`config.mk`:
```
export PLATFORM = sky130hd
export DESIGN_NAME = sgm_fifo
export DESIGN_NICKNAME = d
export VERILOG_FILES = /design/src/rtl/sgm_pkg.sv /design/src/rtl/sgm_fifo.sv
export SDC_FILE = /design/constraint.sdc
export NUM_CORES = 1
export LEC_CHECK = 0
export BUFFER_PORTS_ARGS = -buffer_cell sky130_fd_sc_hd__buf_4
export CORE_MARGIN = 2
export CORE_UTILIZATION = 45
export DETAILED_ROUTE_END_ITERATION = 10
export PLACE_DENSITY = 0.69
export SLEW_MARGIN = 20
export SYNTH_ARGS = -nofsm -noshare
export SYNTH_HDL_FRONTEND = slang
export SYNTH_SLANG_ARGS = --single-unit
```
`constraint.sdc`:
```
create_clock -name clock -period 2.6 [get_ports clock]
set_clock_uncertainty 0.05 [all_clocks]
set_input_delay 0.13 -clock clock [delete_from_list [all_inputs] [get_ports clock]]
set_output_delay 0.13 -clock clock [all_outputs]
set_load 0.05 [all_outputs]
```
`src/rtl/sgm_pkg.sv`:
```
// Shared types and constants of the Sobel gradient magnitude block.
`timescale 1ns / 1ps
`default_nettype none
package sgm_pkg;

   localparam int PIX_W = 8;
   localparam int CFG_W = 12;
   localparam int COL_W = 11;
   localparam int ROW_W = 12;
   localparam int ABS_W = 10;
   localparam int RAD_W = 2 * PIX_W;
   localparam int MIN_DIM = 3;
   localparam int MAX_WIDTH_DEF = 2048;
   localparam int FIFO_DEPTH = 4;

   localparam logic [CFG_W-1:0] WIDTH_RESET = 12'd640;
   localparam logic [CFG_W-1:0] HEIGHT_RESET = 12'd480;

   localparam int CSR_IDX_W = 1;
   localparam int CSR_DATA_W = CFG_W;

   typedef enum logic [CSR_IDX_W-1:0] {
      REG_IMAGE_WIDTH,
      REG_IMAGE_HEIGHT
   } csr_reg_type;

   typedef struct packed {
      logic [COL_W-1:0] column;
      logic [ROW_W-1:0] row;
      logic             frame_end;
   } meta_type;

   typedef struct packed {
      logic [ABS_W-1:0] abs_x;
      logic [ABS_W-1:0] abs_y;
      meta_type         meta;
   } item_type;

   typedef struct packed {
      logic empty;
      logic full;
      logic almost_full;
   } fifo_stat_type;

endpackage
`default_nettype wire

```
`src/rtl/sgm_fifo.sv`:
```
// Small register queue between the window front end and the magnitude back end.
`timescale 1ns / 1ps
`default_nettype none
module sgm_fifo #(
   parameter int DEPTH = sgm_pkg::FIFO_DEPTH
) (
   input  wire logic                  clock,
   input  wire logic                  reset,
   input  wire logic                  push,
   input  wire sgm_pkg::item_type     push_item,
   input  wire logic                  pop,
   output sgm_pkg::item_type          head_item,
   output sgm_pkg::fifo_stat_type     stat
);
   import sgm_pkg::*;

   // Pointers wrap naturally, so the user must keep DEPTH a power of two; the block does not enforce it.
   localparam int AW = $clog2(DEPTH);

   item_type      mem_ff [DEPTH];
   logic [AW-1:0] wr_ptr_ff;
   logic [AW-1:0] rd_ptr_ff;
   logic [AW:0]   count_ff;
   logic [AW:0]   count_in;

   always_comb begin
      unique case ({push, pop})
         2'b10:   count_in = count_ff + (AW+1)'(1);
         2'b01:   count_in = count_ff - (AW+1)'(1);
         default: count_in = count_ff;
      endcase
   end

   always_ff @(posedge clock) begin
      if (push) begin
         mem_ff[wr_ptr_ff] <= push_item;
      end
   end

   always_ff @(posedge clock) begin
      if (reset) begin
         wr_ptr_ff <= '0;
         rd_ptr_ff <= '0;
         count_ff  <= '0;
      end else begin
         if (push) begin
            wr_ptr_ff <= wr_ptr_ff + AW'(1);
         end
         if (pop) begin
            rd_ptr_ff <= rd_ptr_ff + AW'(1);
         end
         count_ff <= count_in;
      end
   end

   assign head_item        = mem_ff[rd_ptr_ff];
   assign stat.empty       = (count_ff == '0);
   assign stat.full        = (count_ff == (AW+1)'(DEPTH));
   assign stat.almost_full = (count_ff >= (AW+1)'(DEPTH - 1));

endmodule
`default_nettype wire

```
======== After elaboration in Yosys (flattened, before gate mapping) ========
Memories as Yosys holds them, arrays and structs flattened. A register that Yosys moved wholly into a read port is not among the register bits.
Index checks and enable logic that the tools add are counted.
word-level totals
  register bits ........................... 7
  RAM bits ................................ 176
  output and inout bits ................... 47
  logic and storage cells ................. 19
  memories kept ........................... 1
operators by class
  add/subtract/negate cells ............... 4
  magnitude comparators ................... 1
  equality and inequality tests ........... 3
  mux-type cells .......................... 5
  reduce and logical (&&, ||, !) cells .... 2
memories
  memory  words  bits a word  read ports  clocked after memory_dff  wr ports  line            source
  mem_ff  4      44           1           1                         1         sgm_fifo.sv:20  item_type mem_ff [DEPTH];
operators with widths
  cell                                                                                 number
  3-bit case mux with 2 select lines                                                   1
  2-bit by 1-bit adder with 2-bit output, second input constant                        2
  2-bit two-way mux                                                                    2
  3-bit by 1-bit adder with 3-bit output, second input constant                        1
  3-bit == test, second input constant                                                 1
  3-bit by 2-bit greater-or-equal comparator with 1-bit output, second input constant  1
  3-bit zero test                                                                      1
  3-bit by 1-bit subtractor with 3-bit output, second input constant                   1
  2-bit by 1-bit == test with 1-bit output, second input constant                      1
  2-bit == test, second input constant                                                 1
  1-bit two-way mux                                                                    2
  2-bit nonzero test                                                                   1

======== Logic depth before layout (Yosys ltp) ========
Gate-level depths: netlist of run 1.
  depth after elaboration ................. 3
  gate-level depth with buffers ........... 7
  mapped depth without buffers ............ 7

======== Least setup slack after synthesis of run 1 ========
No wires, ideal clock.
  path kind ............................... flip-flop to flip-flop
  from .................................... register wr_ptr_ff[0]
  to ...................................... memory mem_ff[2][0] (netlist name), enable pin
  arrival time ............................ 1,600 ps
  required time ........................... 2,144 ps
  path slack .............................. 544 ps
  cell stages (with the launch flop) ...... 4
  path buffers ............................ 0
  clock period less this slack ............ 2,056 ps
  cells stage by stage .................... dfxtp_1 -> inv_1 -> ha_1 -> and2_1
RTL lines
  item                    line            source
  start, declared         sgm_fifo.sv:21  logic [AW-1:0] wr_ptr_ff;
  start signal, assigned  sgm_fifo.sv:47  wr_ptr_ff <= wr_ptr_ff + AW'(1);
  end, declared           sgm_fifo.sv:20
Straight into the memory's write port.

==> impl_metrics.json, run 1 <==
{
  "status": "complete, no violations",
  "ctsResizeCount": 0,
  "muxShareOfSynthArea": 0.148,
  "finalSetupTns_ns": 0,
  "rsz0062_at_grt": "false",
  "firstDrtPassIters": 4,
  "die-width_um": 127,
  "syn_area_per_cell_sq_um": 24.6,
  "peakVddDrop_mv": 0.503,
  "cts_root_buffer": "clkbuf_16",
  "nNetsFinal": 492,
  "cts_buffer_depth": 2,
  "ys_async_sr_fraction": 0,
  "fmax_mhz": 436,
  "crit_required_ns": 2.42,
  "cp_max_fo": 20,
  "hold_end": "mem_ff[1][5]",
  "gr-total-overflow": 0,
  "drive_gt1_frac": 0.395,
  "fin_crit_sh": 0.882,
  "p_leak_nw": 3.05,
  "cp-end-kind": "output pin",
  "multi_input_comb_area_sq_um": 1250,
  "grt_pass1_vias": 3447,
  "r2r_cells": 4,
  "regArea_sq_um": 5470,
  "grtUsageMet1": 0.204,
  "grt_usage": 0.158,
  "r2r_start": "wr_ptr_ff[0]",
  "setup_viol": 0,
  "grt.met3_usage": 0.0448,
  "hold_violations": 0,
  "area_growth_syn_to_layout_pct": 28.1,
  "die-area_sq_um": 16200,
  "wirelength_um": 12100,
  "place_congestion": 0.657,
  "met2_usage": 0.255,
  "drc_errors": 0,
  "port-buffer-count": 94,
  "dp_hpwl_um": 7260,
  "netlist_area_sq_um": 6850,
  "min_period_ns": 2.29,
  "seq_area_frac_synth": 0.798,
  "std_cell_rows": 45,
  "core_area_sq_um": 15000,
  "place_inst": 560,
  "rrSetupSlack_ns": 0.80,
  "die_h_um": 127,
  "synth_compound_area_frac": 0.00329,
  "hold_depth": 2,
  "ant_nets": 0,
  "start_util": 0.456,
  "first_iter_violations": 192,
  "detail_route.wl_per_cell_um": 18.9,
  "tightest_slew_ns": 0.564,
  "slew_headroom": 0.624,
  "yosys.area_share.simple": 0.0111,
  "final_common_cell": "edfxtp_1",
  "viasPerCell": 5.13,
  "clkTransAtPathRegs_ns": 0.07,
  "cts_buffers": 17,
  "via_count": 3277,
  "worstSetupPathType": "reg -> out",
  "synth_xor_area_frac": 0.00639,
  "insertion_delay_ns": 0.41,
  "yosysUniqueCellTypes": 24,
  "antenna_found_initial": 0,
  "hp-start": "push_item[5]",
  "clkSinkCount": 185,
  "syn-num-nets": 332,
  "h-tree-depth": 4,
  "n_fill_cell": 1064,
  "ys_warn_count": 0,
  "io_pins": 95,
  "grt_max_degree": 45,
  "finalPower_mw": 6.84,
  "final_cell_mix": "edfxtp_1 (176), buf_4 (103), dlygate4sd3_1 (47), mux4_2 (40), clkbuf_16 (17)",
  "cp.arrival_ns": 2.11,
  "grt_pass1_wl_um": 18800,
  "worstSetupStartpointType": "flip-flop",
  "synthFlopType": "edfxtp_1",
  "yosys_register_bits": 185,
  "fin_cells": 639,
  "synth_top_family_by_area": "multiplexers",
  "worstHoldPathType": "in -> reg",
  "maxCapViolCount": 0,
  "antenna_cells": 0,
  "drv_slew": 0,
  "grt.busiest_layer": "met2",
  "p_per_area_nw_per_um2": 779,
  "synth-adder-area-share": 0.0121,
  "netlist_instances": 278,
  "timing.hold.ws_ns": 0.405,
  "reg2reg_to": "mem_ff[2][25]",
  "tritoncts": "yes",
  "synth_edf_count": 176
}
==> logic make-up (layout without fill, tap and decap cells) <==
group	count (synthesis)	count (layout)
DFF	185	185
adders and majority gates	6	6
buffers and inverters	17	190
muxes	45	45
xor gates and xnor gates	5	5
AOI/OAI and AO/OA	4	4
and+or+nand+nor	16	16
==> flip-flops by register name, indices dropped and copies added (netlist names), named ones only <==
| name | flops |
|---|---|
| mem_ff | 176 |
| count_ff | 3 |
| wr_ptr_ff | 2 |
| rd_ptr_ff | 2 |
==> report_power, final <==
part           internal [mW]  switching (mW)  leakage [nW]
Sequential              3.42          0.0533          1.69
Combinational          0.434           0.693          1.10
Clock                   1.21            1.02         0.249
==> synthesized netlist by cell type, types with 2 or more instances <==
cell type,number,area (sq um)
mux4_1,4,105
and2_1,4,25.0
mux4_2,40,901
dfxtp_1,9,180
buf_2,4,20.0
a21oi_1,2,10.0
ha_1,5,62.6
xor2_1,3,26.3
nor2_1,8,30.0
xnor2_1,2,17.5
inv_1,6,22.5
buf_12,4,80.1
edfxtp_1,176,5290
==> routing by layer <==
layer  up-vias  wire length, um  part of all wire
li1       1484                -                 -
met1      1685             5250              0.44
met2        91             6060              0.50
met3        17              515             0.043
met4         0              224             0.019
met5         -                0                 0
==> what timing repair did <==
action                                 4_1_cts  5_1_grt
endpoints found under the hold margin      185        0
hold buffers                                47        0
buffers inserted                             0        0
==> layout make-up <==
class | instances | share of cell area
Multi-Input combinational cell | 76 | 0.142
Clock buffer | 20 | 0.0498
Timing Repair Buffer | 152 | 0.146
Inverter | 6 | 0.00257
Clock inverter | 12 | 0.00884
Tap cell | 188 | 0.0268
Sequential cell | 185 | 0.624
==> worst max-delay path, cell delays in order (launching register included) <==
cell and delay [ns]:
dfxtp_4 0.59, buf_12 0.27, mux4_1 0.61, buf_4 0.22
==> stage by stage <==
step,util,instance area (sq um),setup slack [ns]
3_3_place_gp,0.518,7790,0.713
5_1_grt,0.584,8770,0.179
2_1_floorplan,-,6850,0.544
4_1_cts,0.584,8770,0.231
3_5_place_dp,0.518,7790,0.700
6_report,0.584,8770,0.306
==> worst max path at each step <==
stage                             from            end  slack [ns]  cells past startpoint
after floorplan           wr_ptr_ff[0]   mem_ff[2][0]        0.54                      3
after global placement       flip-flop  head_item[41]        0.71                      3
after detailed placement     flip-flop  head_item[41]        0.70                      3
after CTS                    flip-flop  head_item[41]        0.23                      3
after global routing         flip-flop  head_item[39]        0.18                      3
final                        flip-flop  head_item[39]        0.31                      3
(Power assumes the default switching activity.)
==> run 2: changes to the inputs <==
Settings changed: BUFFER_PORTS_ARGS -buffer_cell sky130_fd_sc_hd__buf_4 to unset, CORE_UTILIZATION 45 to 40, DONT_BUFFER_PORTS set to 1, GPL_ROUTABILITY_DRIVEN set to 0, PLACE_DENSITY 0.69 to 0.58.
==> impl_metrics.json, run 2 (same netlist as run 1, synthesis figures left out) <==
{
  "gr-total-overflow": 0,
  "antenna_found_initial": 2,
  "hp-start": "pop",
  "crit_path_cell_trace": "buf_4 > mux4_1",
  "first_iter_violations": 153,
  "wl_met3_um": 584,
  "ctsResizeCount": 0,
  "worstSetupPathType": "reg -> out",
  "tritoncts": "yes",
  "fmax_mhz": 438,
  "cts_buffers": 17,
  "placed_area_sq_um": 7200,
  "hold_violations": 0,
  "top_layer": "met5",
  "grt_usage": 0.140,
  "rrSetupSlack_ns": 0.83,
  "multi_input_comb_area_sq_um": 1250,
  "grt_max_degree": 22,
  "reg.largest.list": "mem_ff (176), count_ff (3)",
  "die-area_sq_um": 18200,
  "cpLargestDelayFamily": "multiplexers",
  "area_growth_syn_to_layout_pct": 21.5,
  "wirelength_um": 12000,
  "insertion_delay_ns": 0.43,
  "post-route-util": 0.500,
  "n_fill_cell": 1376,
  "firstDrtPassIters": 4,
  "drv_slew": 0,
  "final_cell_mix": "edfxtp_1 (176), dlygate4sd3_1 (48), mux4_2 (40), clkbuf_16 (17), buf_4 (14)",
  "clkTransAtPathRegs_ns": 0.07,
  "cp.arrival_ns": 2.10,
  "viasPerCell": 4.99,
  "drive_gt1_frac": 0.260,
  "fin_area_sq_um": 8320,
  "nNetsFinal": 406,
  "preCtsSetupSlack_ns": 0.706,
  "cp_max_fo": 21,
  "p_leak_nw": 2.70,
  "r2r_start": "wr_ptr_ff[0]",
  "wl_met2_um": 6110,
  "largest-register": "mem_ff",
  "regArea_sq_um": 5470,
  "grt_pass1_vias": 3157,
  "ant_nets": 0,
  "setup_viol": 0,
  "maxCapViolCount": 0,
  "cp_slowest_stage_delay_ns": 0.82,
  "min_period_ns": 2.28,
  "p_per_area_nw_per_um2": 859,
  "finalSetupTns_ns": 0,
  "clkSinkCount": 185,
  "core_area_sq_um": 16600,
  "start_util": 0.412,
  "die_h_um": 135,
  "hold_depth": 3,
  "status": "complete, no violations",
  "layout_setup_ws_ns": 0.315,
  "std_cell_rows": 47,
  "largest_register_ffs": 176,
  "finalPower_mw": 7.15,
  "worstHoldPathType": "in -> reg",
  "peakVddDrop_mv": 0.438,
  "io_pins": 95,
  "r2r_cells": 4,
  "reg2reg_to": "mem_ff[0][32]",
  "tightest_slew_ns": 0.583,
  "die-width_um": 135,
  "crit_buf_inv": 1,
  "grt_pass1_wl_um": 18100,
  "final_common_cell": "edfxtp_1",
  "drc_errors": 0,
  "slew_headroom": 0.612,
  "cp-end-kind": "output pin",
  "rsz0062_at_grt": "false",
  "hold_end": "count_ff[0]",
  "cts_buffer_depth": 2,
  "detail_route.wl_per_cell_um": 20.4,
  "h-tree-depth": 4,
  "port-buffer-count": 0,
  "worstSetupStartpointType": "flip-flop",
  "dp_hpwl_um": 7470,
  "crit_required_ns": 2.42,
  "cts_root_buffer": "clkbuf_16",
  "met1_length_um": 5080,
  "crit_slowest_cell": "mux4_1",
  "via_count": 2926,
  "fin_crit_sh": 0.879
}
run 2: how the worst max path moves through the flow:
| stage | from | to | depth (start not counted) |
|---|---|---|---|
| CTS | flip-flop | head_item[39] | 2 |
| finish | flip-flop | head_item[39] | 2 |
| floorplan | wr_ptr_ff[0] | mem_ff[2][0] | 3 |
| global placement | flip-flop | head_item[39] | 2 |
| global route | flip-flop | head_item[39] | 2 |
| detailed placement | flip-flop | head_item[39] | 2 |
run 2: worst min-delay path: stages:
cell and delay [ns]:
ha_1 0.18, xor2_1 0.08, nor2_1 0.07
run 2: per-layer routing:
layer	vias up	track usage
met5	-	0
met4	2	0.0579
met3	13	0.0450
met2	75	0.228
met1	1525	0.174
li1	1311	-
run 2: power breakdown:
group | internal, mW | switching [mW]
clock | 1.64 | 1.11
sequential | 3.41 | 0.0581
combinational | 0.276 | 0.658
total | 5.33 | 1.83
run 2: per-stage QoR:
stage | hold slack, ns | std cells
2_1_floorplan | 0.179 | 278
3_3_place_gp | 0.148 | 505
3_5_place_dp | 0.149 | 505
4_1_cts | 0.00278 | 585
5_1_grt | 0.0748 | 586
6_report | 0.0249 | 586
run 2: timing repair:
| action | CTS | global route |
|---|---|---|
| hold buffers | 48 | 0 |
| endpoints found under the hold margin | 185 | 0 |
| setup buffers | 0 | 0 |
run 2: layout make-up:
cell class,count,area share
sequential,185,0.657
clock inverter,15,0.0256
clock buffer,17,0.0511
inverter,6,0.00271
timing repair buffer,66,0.0800
multi-input combinational,76,0.150
antenna,1,0.000301
tap,220,0.0331
