==> src/rtl/sgm_pkg.sv <==
// Shared types and constants of the Sobel gradient magnitude block.
`timescale 1ns / 1ps
`default_nettype none
package sgm_pkg;

   localparam int PIX_W = 8;
   localparam int CFG_W = 12;
   localparam int COL_W = 11;
   localparam int ROW_W = 12;
   localparam int ABS_W = 10;
   localparam int RAD_W = 2 * PIX_W;
   localparam int MIN_DIM = 3;
   localparam int MAX_WIDTH_DEF = 2048;
   localparam int FIFO_DEPTH = 4;

   localparam logic [CFG_W-1:0] WIDTH_RESET = 12'd640;
   localparam logic [CFG_W-1:0] HEIGHT_RESET = 12'd480;

   localparam int CSR_IDX_W = 1;
   localparam int CSR_DATA_W = CFG_W;

   typedef enum logic [CSR_IDX_W-1:0] {
      REG_IMAGE_WIDTH,
      REG_IMAGE_HEIGHT
   } csr_reg_type;

   typedef struct packed {
      logic [COL_W-1:0] column;
      logic [ROW_W-1:0] row;
      logic             frame_end;
   } meta_type;

   typedef struct packed {
      logic [ABS_W-1:0] abs_x;
      logic [ABS_W-1:0] abs_y;
      meta_type         meta;
   } item_type;

   typedef struct packed {
      logic empty;
      logic full;
      logic almost_full;
   } fifo_stat_type;

endpackage
`default_nettype wire

==> src/rtl/sgm_back.sv <==
// Back end: squares, saturation and a one-bit-per-stage square root pipeline.
`timescale 1ns / 1ps
`default_nettype none
module sgm_back (
   input  wire logic                          clock,
   input  wire logic                          reset,
   input  wire sgm_pkg::fifo_stat_type        q_stat,
   input  wire sgm_pkg::item_type             q_item,
   output logic                               q_pop,
   input  wire logic                          rsp_pop,
   output logic                               rsp_empty,
   output logic [sgm_pkg::PIX_W-1:0]          rsp_magnitude,
   output logic [sgm_pkg::COL_W-1:0]          rsp_column,
   output logic [sgm_pkg::ROW_W-1:0]          rsp_row,
   output logic                               rsp_frame_end
);
   import sgm_pkg::*;

   localparam int SQ_W = 2 * ABS_W;
   localparam int NS   = PIX_W;

   logic              en;

   logic              sq_vld_ff;
   logic [SQ_W-1:0]   sq_a_ff, sq_b_ff;
   meta_type          sq_meta_ff;

   logic              sum_vld_ff;
   logic [RAD_W-1:0]  sum_rad_ff;
   meta_type          sum_meta_ff;
   logic [SQ_W:0]     sum_full;

   logic              rt_vld_ff  [NS];
   logic [PIX_W-1:0]  rt_root_ff [NS];
   logic [RAD_W-1:0]  rt_rad_ff  [NS];
   meta_type          rt_meta_ff [NS];
   logic [PIX_W-1:0]  rt_root_in [NS];

   // The whole pipeline moves unless a finished result is waiting and is not popped.
   assign en    = !rt_vld_ff[NS-1] || rsp_pop;
   assign q_pop = en && !q_stat.empty;

   // Clamping to all ones gives a root of 255, which is the saturated result.
   assign sum_full = (SQ_W+1)'(sq_a_ff) + (SQ_W+1)'(sq_b_ff);

   always_comb begin
      logic [PIX_W-1:0] cand;
      cand = PIX_W'(1) << (NS - 1);
      rt_root_in[0] = (RAD_W'(cand) * RAD_W'(cand) <= sum_rad_ff) ? cand : '0;
      for (int k = 1; k < NS; k++) begin
         cand = rt_root_ff[k-1] | (PIX_W'(1) << (NS - 1 - k));
         rt_root_in[k] = (RAD_W'(cand) * RAD_W'(cand) <= rt_rad_ff[k-1]) ?
                         cand : rt_root_ff[k-1];
      end
   end

   always_ff @(posedge clock) begin
      if (reset) begin
         sq_vld_ff  <= 1'b0;
         sum_vld_ff <= 1'b0;
         for (int k = 0; k < NS; k++) begin
            rt_vld_ff[k] <= 1'b0;
         end
      end else if (en) begin
         sq_vld_ff    <= q_pop;
         sum_vld_ff   <= sq_vld_ff;
         rt_vld_ff[0] <= sum_vld_ff;
         for (int k = 1; k < NS; k++) begin
            rt_vld_ff[k] <= rt_vld_ff[k-1];
         end
      end
   end

   always_ff @(posedge clock) begin
      if (en) begin
         sq_a_ff     <= SQ_W'(q_item.abs_x) * SQ_W'(q_item.abs_x);
         sq_b_ff     <= SQ_W'(q_item.abs_y) * SQ_W'(q_item.abs_y);
         sq_meta_ff  <= q_item.meta;
         sum_rad_ff  <= (sum_full[SQ_W:RAD_W] != '0) ? '1 : sum_full[RAD_W-1:0];
         sum_meta_ff <= sq_meta_ff;
         rt_root_ff[0] <= rt_root_in[0];
         rt_rad_ff[0]  <= sum_rad_ff;
         rt_meta_ff[0] <= sum_meta_ff;
         for (int k = 1; k < NS; k++) begin
            rt_root_ff[k] <= rt_root_in[k];
            rt_rad_ff[k]  <= rt_rad_ff[k-1];
            rt_meta_ff[k] <= rt_meta_ff[k-1];
         end
      end
   end

   assign rsp_empty     = !rt_vld_ff[NS-1];
   assign rsp_magnitude = rt_root_ff[NS-1];
   assign rsp_column    = rt_meta_ff[NS-1].column;
   assign rsp_row       = rt_meta_ff[NS-1].row;
   assign rsp_frame_end = rt_meta_ff[NS-1].frame_end;

endmodule
`default_nettype wire

==> config.mk <==
export PLATFORM = sky130hd
export DESIGN_NAME = sgm_back
export DESIGN_NICKNAME = d
export VERILOG_FILES = /design/src/rtl/sgm_pkg.sv /design/src/rtl/sgm_back.sv
export SDC_FILE = /design/constraint.sdc
export NUM_CORES = 1
export LEC_CHECK = 0
export CAP_MARGIN = 25
export CORE_ASPECT_RATIO = 1.2
export CORE_MARGIN = 2
export CORE_UTILIZATION = 28
export CTS_CLUSTER_SIZE = 12
export DETAILED_ROUTE_END_ITERATION = 6
export DONT_BUFFER_PORTS = 1
export GPL_ROUTABILITY_DRIVEN = 0
export PLACE_DENSITY = 0.45
export SYNTH_ARGS = -nofsm -noshare
export SYNTH_HDL_FRONTEND = slang
export SYNTH_SLANG_ARGS = --single-unit
==> constraint.sdc <==
create_clock -name clock -period 32.6 [get_ports clock]
set_clock_uncertainty 0.05 [all_clocks]
set_input_delay 8.15 -clock clock [delete_from_list [all_inputs] [get_ports clock]]
set_output_delay 8.15 -clock clock [all_outputs]
set_load 0.005 [all_outputs]
After elaboration in Yosys (flattened, before gate mapping)
Memories as Yosys holds them, arrays and structs flattened. Index checks and enable logic that the tools add are counted.

Add/subtract/negate cells: 1. Multipliers: 9. $lt $le $gt $ge: 8. Multiplexer cells: 22. Bitwise gates (word level): 8. Reductions and logical operators: 5.

Operators with widths (count): <= comparator 16 bit (7); multiplier 8 x 8 -> 16 bit (7); multiplier 10 x 10 -> 20 bit (2); adder 20 x 20 -> 21 bit (1); <= comparator 15 x 16 -> 1 bit, first input constant (1); two-way mux 1 bit (15); two-way mux 8 bit (1); bitwise OR 1 bit (8); two-way mux 7 bit (1); two-way mux 6 bit (1); two-way mux 5 bit (1); nonzero test 5 bit (1); two-way mux 4 bit (1); two-way mux 3 bit (1); logical NOT 1 bit (2); two-way mux 2 bit (1); logical AND 1 bit (1); logical OR 1 bit (1).

Register bits: 106. Bits in writable memories: 392. Output and inout port bits: 34. Word-level logic and storage cells: 68. Memories kept: 4.

Memory list: rt_meta_ff (words 8, width 24, read ports 8, clocked after Yosys merged registers in 0, write ports 8, line sgm_back.sv:36) `meta_type rt_meta_ff [NS];`; rt_rad_ff (words 8, width 16, read ports 7, clocked after Yosys merged registers in 0, write ports 8, line sgm_back.sv:35) `logic [RAD_W-1:0] rt_rad_ff [NS];`; rt_root_ff (words 8, width 8, read ports 8, clocked after Yosys merged registers in 0, write ports 8, line sgm_back.sv:34) `logic [PIX_W-1:0] rt_root_ff [NS];`; rt_vld_ff (words 8, width 1, read ports 8, clocked after Yosys merged registers in 0, write ports 8, line sgm_back.sv:33) `logic rt_vld_ff [NS];`.

Longest topological paths before layout
Gate-level depths: netlist of run 1.

Depth after elaboration: 6. Gate-level depth with buffers: 25. Gate-level depth less buffers: 25.

Worst setup path after synthesis of run 1
OpenSTA, ideal clock, no wires.

Path type: input-to-reg. Start: input port rsp_pop. End: memory rt_meta_ff[0][0] (netlist bit), enable pin. Setup time: 790 ps. Arrival time: 16758 ps. Path slack: 15001 ps. Stages: 2. Path through: nor2_1 -> inv_1.

RTL lines: start: declaration (line sgm_back.sv:10) `input wire logic rsp_pop,`; end: declaration (line sgm_back.sv:36).

Worst setup path after layout of run 1
Start: input port rsp_pop. End: output port q_pop.

Word-level cells in the longest chain between the ends: 2.

Ends and longest elaborated chain: logical OR 1 bit (line sgm_back.sv:40) `assign en = !rt_vld_ff[NS-1] || rsp_pop;`; logical AND 1 bit (line sgm_back.sv:41) `assign q_pop = en && !q_stat.empty;`; end: declaration (line sgm_back.sv:9) `output logic q_pop,`.

Every way passes these cells.

==> flow_summary.toml, run 1 <==
[logic_synthesis]
synthesis.area_um2 = 25600
syn_avg_cell_area_um2 = 13.4
synth-seq-cells = 452
synthArstFlopShare = 0
synth_cell_types = 62
synth_nets = 2382
netlist_instances = 1910
yosysSeqAreaShare = 0.528
synth-main-ff-cell = "edfxtp_1"
yosys_warnings = 0
synth_edf_count = 450

[cells_and_area]
area.growth.synth_to_final_pct = 11.6
nets = 2387
antenna_cells = 0
layout-drive-gt1-share = 0.0508
layout_common_cells = "edfxtp_1 (450), inv_1 (294), ha_1 (277), fa_1 (145), nand2_1 (95)"
final_common_cell = "edfxtp_1"
num-fill-cells = 8984

[drt]
first_pass_iters = 4
drt-total-wl_um = 42600
ant_nets = 0
via_per_inst = 4.27
top_layer_used = "met4"
wl_met1_um = 16600
drt_iter0_markers = 502
wl_met3_um = 1540
drc = 0
wl_met2_um = 23500
vias = 13300
wl_per_cell_um = 13.7

[setup_path]
crit_arrival_ps = 8740
critPathRequiredTime_ps = 24400
crit_path_frequent_cell = "nor2_1"
crit_path_max_fanout = 5
critPathTopFamily = "simple AND/OR/NAND/NOR gates"
cp-start-kind = "input port"
critPathSlowestCell = "nor2_1"
worst-path-buf-inv = 0
crit_path_end_kind = "output pin"
max_stage_delay_ps = 440
path_cells = "nor2_1 > nor2_1"
critical_path_class = "in2out"

[global_routing]
grt_overflow_total = 0
grt_pass1_wl_um = 72100
grt_pass1_vias = 14700
grt_usage = 0.0940
grt_max_degree = 137
antenna_found_initial = 0

[clocking]
cts_tree = "done"
cts_max_path_buffers = 3
clk_pin_slew_ps = 60
cts_root_buf = "clkbuf_16"
htree_levels = 2
cts_sinks = 452
cts_resized = 0
postCtsSetupRepairBufs = 0
numCtsBuffers = 51
worstSkewPairLatency_ps = 600
holdBufCountCts = 0

[floorplan]
die_y_um = 336
start_util = 0.283
row_count = 121
dieArea_um2 = 94100
core_area_um2 = 90700
die_x_um = 280
ios = 84

[place]
port_buffers = 0
place_hpwl_um = 31200

[timing]
rsz0062_at_grt = "no"
final.min_clock_period_ps = 16940
tightest_slew_ps = 1080
clock.fmax_ghz = 0.0590
relSlewSlack = 0.278
layout_worst_path_cycle_share = 0.520
report.final.slew_viol_count = 0
final_hold_viol_count = 0
setup_tns_ps = 0
finalSetupViolCount = 0
hold_slack_ps = 360

[worst_hold_path]
hold_path.class = "reg2reg"

[run_status]
status = "finished clean"

[flow_run]
maxCapViolations = 0
-- final cells by class --
| class | count | area (µm²) | share of cell area |
|---|---|---|---|
| flip-flops and latches | 452 | 13600 | 0.474 |
| multi-input cells | 1109 | 10700 | 0.373 |
| well taps | 1168 | 1460 | 0.0511 |
| clock buffers | 56 | 1290 | 0.0453 |
| inverters | 295 | 1110 | 0.0390 |
| clock inverters | 31 | 442 | 0.0154 |
| repair buffers | 6 | 85.1 | 0.00297 |
-- path summary, 6_finish.rpt --
path,start,to,slack [ps],cells after the start
max,rsp_pop,q_pop,15660,2
min,rt_meta_ff[1][3],rt_meta_ff[1][27],360,0
max reg2reg,rt_root_ff[1][11],rt_root_ff[1][17],26560,20
min reg2reg,rt_meta_ff[1][3],rt_meta_ff[1][27],360,0
-- state kept, by name (all words and copies together) (netlist names) --
signal / flops
rt_meta_ff: 192
rt_rad_ff: 112
rt_root_ff: 36
rt_vld_ff: 8
sq_a_ff: 19
sq_b_ff: 19
sq_meta_ff: 24
sq_vld_ff: 1
sum_meta_ff: 24
sum_rad_ff: 16
sum_vld_ff: 1
-- cells in the mapped netlist, types with 20 or more instances --
| cell type | n | area (µm²) |
|---|---|---|
| buf_4 | 31 | 233 |
| o21ai_0 | 34 | 170 |
| nand2_1 | 95 | 357 |
| xor2_1 | 20 | 175 |
| a21oi_1 | 50 | 250 |
| ha_1 | 277 | 3470 |
| edfxtp_1 | 450 | 13500 |
| clkbuf_1 | 22 | 82.6 |
| a21o_1 | 33 | 248 |
| nor2b_1 | 31 | 194 |
| xnor2_1 | 90 | 788 |
| and2_1 | 94 | 588 |
| fa_1 | 145 | 2900 |
| inv_1 | 295 | 1110 |
| nor2_1 | 62 | 233 |
-- stage by stage --
| stage | utilization | std cells | worst slack, ps | area, µm² |
|---|---|---|---|---|
| 3_5_place_dp | 0.296 | 3028 | 15650 | 26800 |
| 6_report | 0.316 | 3117 | 15660 | 28600 |
| 5_1_grt | 0.316 | 3117 | 15560 | 28600 |
| 2_1_floorplan | - | 1910 | 15000 | 25600 |
| 3_3_place_gp | 0.296 | 3028 | 15670 | 26800 |
| 4_1_cts | 0.315 | 3115 | 15650 | 28600 |
-- per-layer routing --
layer,track usage,vias up
met4,0.0289,0
met3,0.0189,53
li1,-,6544
met2,0.182,133
met5,0,-
met1,0.101,6577
-- cells by family after synthesis --
group,count (synthesis),share of synthesized area
xor gates and xnor gates,110,0.0376
and+or+nand+nor,387,0.0791
muxes,6,0.00244
DFF,452,0.528
buffers and inverters,349,0.0559
adders and majority gates,422,0.248
AOI/OAI and AO/OA,184,0.0483
Power of run 1 is left out: the tool's default activity adds up to more than one toggle a clock period on the data nets, which glitch-free logic cannot reach.
==> inputs of run 2 (changes only) <==
clock period = 16.1 ns   (was 32.6 ns; I/O delays follow)
==> run 2 against run 1 <==
Effect of this change: flip-flop and latch count is the same; sequential share of layout area grew 0.26 points; clock-buffer cell count grew 3; critical path depth is the same; via count shrank 0.16%; register-to-register slack lost 16000 ps; setup slack lost 8300 ps; largest cell class unchanged; routed wire length shrank 1.5%; die area is the same; cell count is the same; non-clock buffer count grew 2; utilization shrank 0.17 points.
==> flow_summary.toml, run 2 (synthesized netlist as in run 1, its figures left out) <==
[run_status]
status = "finished clean"

[timing]
rsz0062_at_grt = "no"
finalSetupViolCount = 0
layout_worst_path_cycle_share = 0.543
setup_tns_ps = 0
final_hold_viol_count = 0
final.min_clock_period_ps = 8750
relSlewSlack = 0.481
tightest_slew_ps = 778
report.final.slew_viol_count = 0
clock.fmax_ghz = 0.114

[setup_path]
critPathTopFamily = "simple AND/OR/NAND/NOR gates"
cp-start-kind = "input port"
critPathSlowestCell = "nor2_1"
rr_endpoint = "rt_root_ff[1][17]"
crit_path_frequent_cell = "nor2_1"
r2r_cells = 20
critPathRequiredTime_ps = 12030
crit_path_end_kind = "output pin"
worst-path-buf-inv = 0
critical_path_class = "in2out"
max_stage_delay_ps = 490
path_cells = "nor2_1 > nor2_1"
r2r_start = "rt_root_ff[1][11]"
crit_path_max_fanout = 5
crit_arrival_ps = 4670
reg2reg_slack_ps = 10150

[cells_and_area]
regMostFlops = "rt_meta_ff"
final_common_cell = "edfxtp_1"
reg.largest.list = "rt_meta_ff x192, rt_rad_ff x112, rt_root_ff x36"
layout-drive-gt1-share = 0.0467
area.growth.synth_to_final_pct = 10.9
largest_reg_flops = 192
num-fill-cells = 8982
nets = 2388
antenna_cells = 0
layout_common_cells = "edfxtp_1 (450), inv_1 (294), ha_1 (277), fa_1 (145), nand2_1 (95)"

[clocking]
cts_max_path_buffers = 3
htree_levels = 2
cts_sinks = 452
postCtsSetupRepairBufs = 0
cts_tree = "done"
worstSkewPairLatency_ps = 590
numCtsBuffers = 50
holdBufCountCts = 0
clk_pin_slew_ps = 60
cts_resized = 0
cts_root_buf = "clkbuf_16"

[drt]
drt-total-wl_um = 41900
wl_met2_um = 22900
ant_nets = 0
drc = 0
top_layer_used = "met4"
wl_per_cell_um = 13.5
first_pass_iters = 6
vias = 13300
wl_met3_um = 1350
drt_iter0_markers = 470
wl_met1_um = 16600
via_per_inst = 4.26

[floorplan]
die_x_um = 280
die_y_um = 336
start_util = 0.283
dieArea_um2 = 94100
core_area_um2 = 90700
ios = 84
row_count = 121

[global_routing]
grt_pass1_wl_um = 70800
grt_max_degree = 107
antenna_found_initial = 0
grt_usage = 0.0923
grt_pass1_vias = 14400
grt_overflow_total = 0

[worst_hold_path]
min_to = "rt_meta_ff[1][1]"
holdPathStages = 0
min-delay-start = "rt_meta_ff[0][73]"
hold_path.class = "reg2reg"

[place]
place_hpwl_um = 30800
port_buffers = 0

[flow_run]
maxCapViolations = 0
-- run 2: stage by stage --
stage | hold slack [ps] | cells | util | cell area [µm²] | worst slack, ps
floorplan | 350 | 1910 | - | 25600 | 2630
global placement | 350 | 3028 | 0.296 | 26800 | 6820
detailed placement | 355 | 3028 | 0.296 | 26800 | 6780
CTS | 364 | 3113 | 0.313 | 28300 | 7320
global route | 366 | 3117 | 0.314 | 28500 | 7160
finish | 362 | 3117 | 0.314 | 28500 | 7350
-- run 2: worst max-delay path by stage --
stage	startpoint	endpoint	slack, ps	cells after the start
after floorplan	rsp_pop	rt_meta_ff[0][0]	2630	2
after global placement	q_item[39]	sq_a_ff[18]	6820	19
after detailed placement	q_item[39]	sq_a_ff[18]	6780	19
after CTS	rsp_pop	q_pop	7320	2
after global routing	q_item[39]	sq_a_ff[18]	7160	19
final	rsp_pop	q_pop	7350	2
-- run 2: cell type report --
| class | instances | area, µm² | area share |
|---|---|---|---|
| clock inverter | 26 | 239 | 0.00840 |
| sequential | 452 | 13600 | 0.476 |
| tap | 1168 | 1460 | 0.0514 |
| clock buffer | 59 | 1280 | 0.0452 |
| multi-input combinational | 1109 | 10700 | 0.375 |
| timing repair buffer | 8 | 140 | 0.00492 |
| inverter | 295 | 1110 | 0.0392 |
-- run 2: per-layer routing --
| layer | global-route usage | vias to the layer above |
|---|---|---|
| li1 | - | 6551 |
| met1 | 0.101 | 6528 |
| met2 | 0.177 | 145 |
| met3 | 0.0177 | 62 |
| met4 | 0.0291 | 0 |
| met5 | 0 | - |
Power of run 2 is left out for the same reason.
==> inputs of run 3 (changes only) <==
PLACE_DENSITY = 0.47   (was 0.45)
clock period = 7.6 ns   (was 16.1 ns; I/O delays follow)
==> run 3 against run 2 <==
Effect of this change: largest cell class unchanged; sequential share of layout area grew 0.14 points; clock-buffer cell count grew 8; routed wire length grew 0.41%; utilization shrank 0.095 points; via count grew 0.15%; first-iteration DRC count grew 27%; setup slack lost 6300 ps; flip-flop and latch count is the same.
==> flow_summary.toml, run 3 (synthesized netlist as in run 1, its figures left out) <==
[run_status]
status = "finished clean"

[clocking]
htree_levels = 2
cts_max_path_buffers = 3
cts_sinks = 452
worstSkewPairLatency_ps = 590
postCtsSetupRepairBufs = 0
holdBufCountCts = 0
clk_pin_slew_ps = 70
cts_resized = 0
cts_root_buf = "clkbuf_16"
cts_tree = "done"
numCtsBuffers = 49

[cells_and_area]
layout_common_cells = "edfxtp_1 (450), inv_1 (294), ha_1 (277), fa_1 (145), nand2_1 (95)"
reg.largest.list = "rt_meta_ff x192, rt_rad_ff x112, rt_root_ff x36"
nets = 2384
stdcell_count = 3114
area.growth.synth_to_final_pct = 10.6
regMostFlops = "rt_meta_ff"
largest_reg_flops = 192
antenna_cells = 0
final_common_cell = "edfxtp_1"
num-fill-cells = 8972
layout-drive-gt1-share = 0.0457

[floorplan]
row_count = 121
dieArea_um2 = 94100
start_util = 0.283
die_x_um = 280
ios = 84
die_y_um = 336
core_area_um2 = 90700

[setup_path]
critical_path_class = "in2reg"
r2r_cells = 20
crit_path_end_kind = "flip-flop"
crit_path_max_fanout = 10
critPathRequiredTime_ps = 7890
crit_arrival_ps = 6820
cp-start-kind = "input port"

[global_routing]
grt_pass1_vias = 14600
grt_pass1_wl_um = 71400
grt_overflow_total = 0
antenna_found_initial = 4
grt_max_degree = 173
grt_usage = 0.0929

[drt]
wl_per_cell_um = 13.5
drt-total-wl_um = 42100
vias = 13300
drt_iter0_markers = 595
via_per_inst = 4.27
ant_nets = 0
drc = 0
first_pass_iters = 5

[timing]
fin_ws_ps = 1070
rsz0062_at_grt = "no"
final.min_clock_period_ps = 6530
final_hold_viol_count = 0
finalSetupViolCount = 0
report.final.slew_viol_count = 0
tightest_slew_ps = 1070
layout_worst_path_cycle_share = 0.859
clock.fmax_ghz = 0.153
setup_tns_ps = 0
relSlewSlack = 0.284
hold_slack_ps = 356

[place]
dp_cells = 3029
place_hpwl_um = 30800
place_ws_ps = 444
port_buffers = 0

[flow_run]
maxCapViolations = 0

[worst_hold_path]
hold_path.class = "reg2reg"
holdPathStages = 0
-- run 3: path summary, 6_finish.rpt --
| path | startpoint | endpoint | slack [ps] |
|---|---|---|---|
| max | q_item[39] | sq_a_ff[18] | 1070 |
| min | rt_meta_ff[1][20] | rt_meta_ff[1][44] | 360 |
| max reg2reg | rt_root_ff[1][11] | rt_root_ff[1][17] | 1710 |
| min reg2reg | rt_meta_ff[1][20] | rt_meta_ff[1][44] | 360 |
-- run 3: metal layers --
layer,GRT usage,vias up,part of all wire
met4,0.0273,8,0.022
met5,0,-,0.0010
met1,0.100,6570,0.40
met3,0.0186,60,0.029
li1,-,6549,-
met2,0.180,119,0.55
-- run 3: final cells by class --
class	count	area, µm²	share of cell area
clock buffer	67	1310	0.0463
sequential	452	13600	0.478
multi-input combinational	1109	10700	0.376
inverter	295	1110	0.0392
timing repair buffer	5	62.6	0.00221
tap	1168	1460	0.0515
clock inverter	18	198	0.00697
-- run 3: worst max-delay path: stages --
cell and delay, ps:
and2_1 180, fa_1 510, inv_1 50, fa_1 500, inv_1 40, ha_1 270, inv_1 50, fa_1 540
inv_1 50, fa_1 450, ha_1 380, and2_1 180, a311o_1 330, o31a_1 260, a41o_1 270, o41ai_2 360
o2111ai_1 180, a21oi_1 210, xnor2_1 80
-- run 3: through the flow --
stage / instance area, µm² / utilization
final: 28400 / 0.313
after global routing: 28400 / 0.313
after CTS: 28400 / 0.313
after detailed placement: 26900 / 0.296
after global placement: 26900 / 0.296
after floorplan: 25700 / -
Power of run 3 is left out for the same reason.
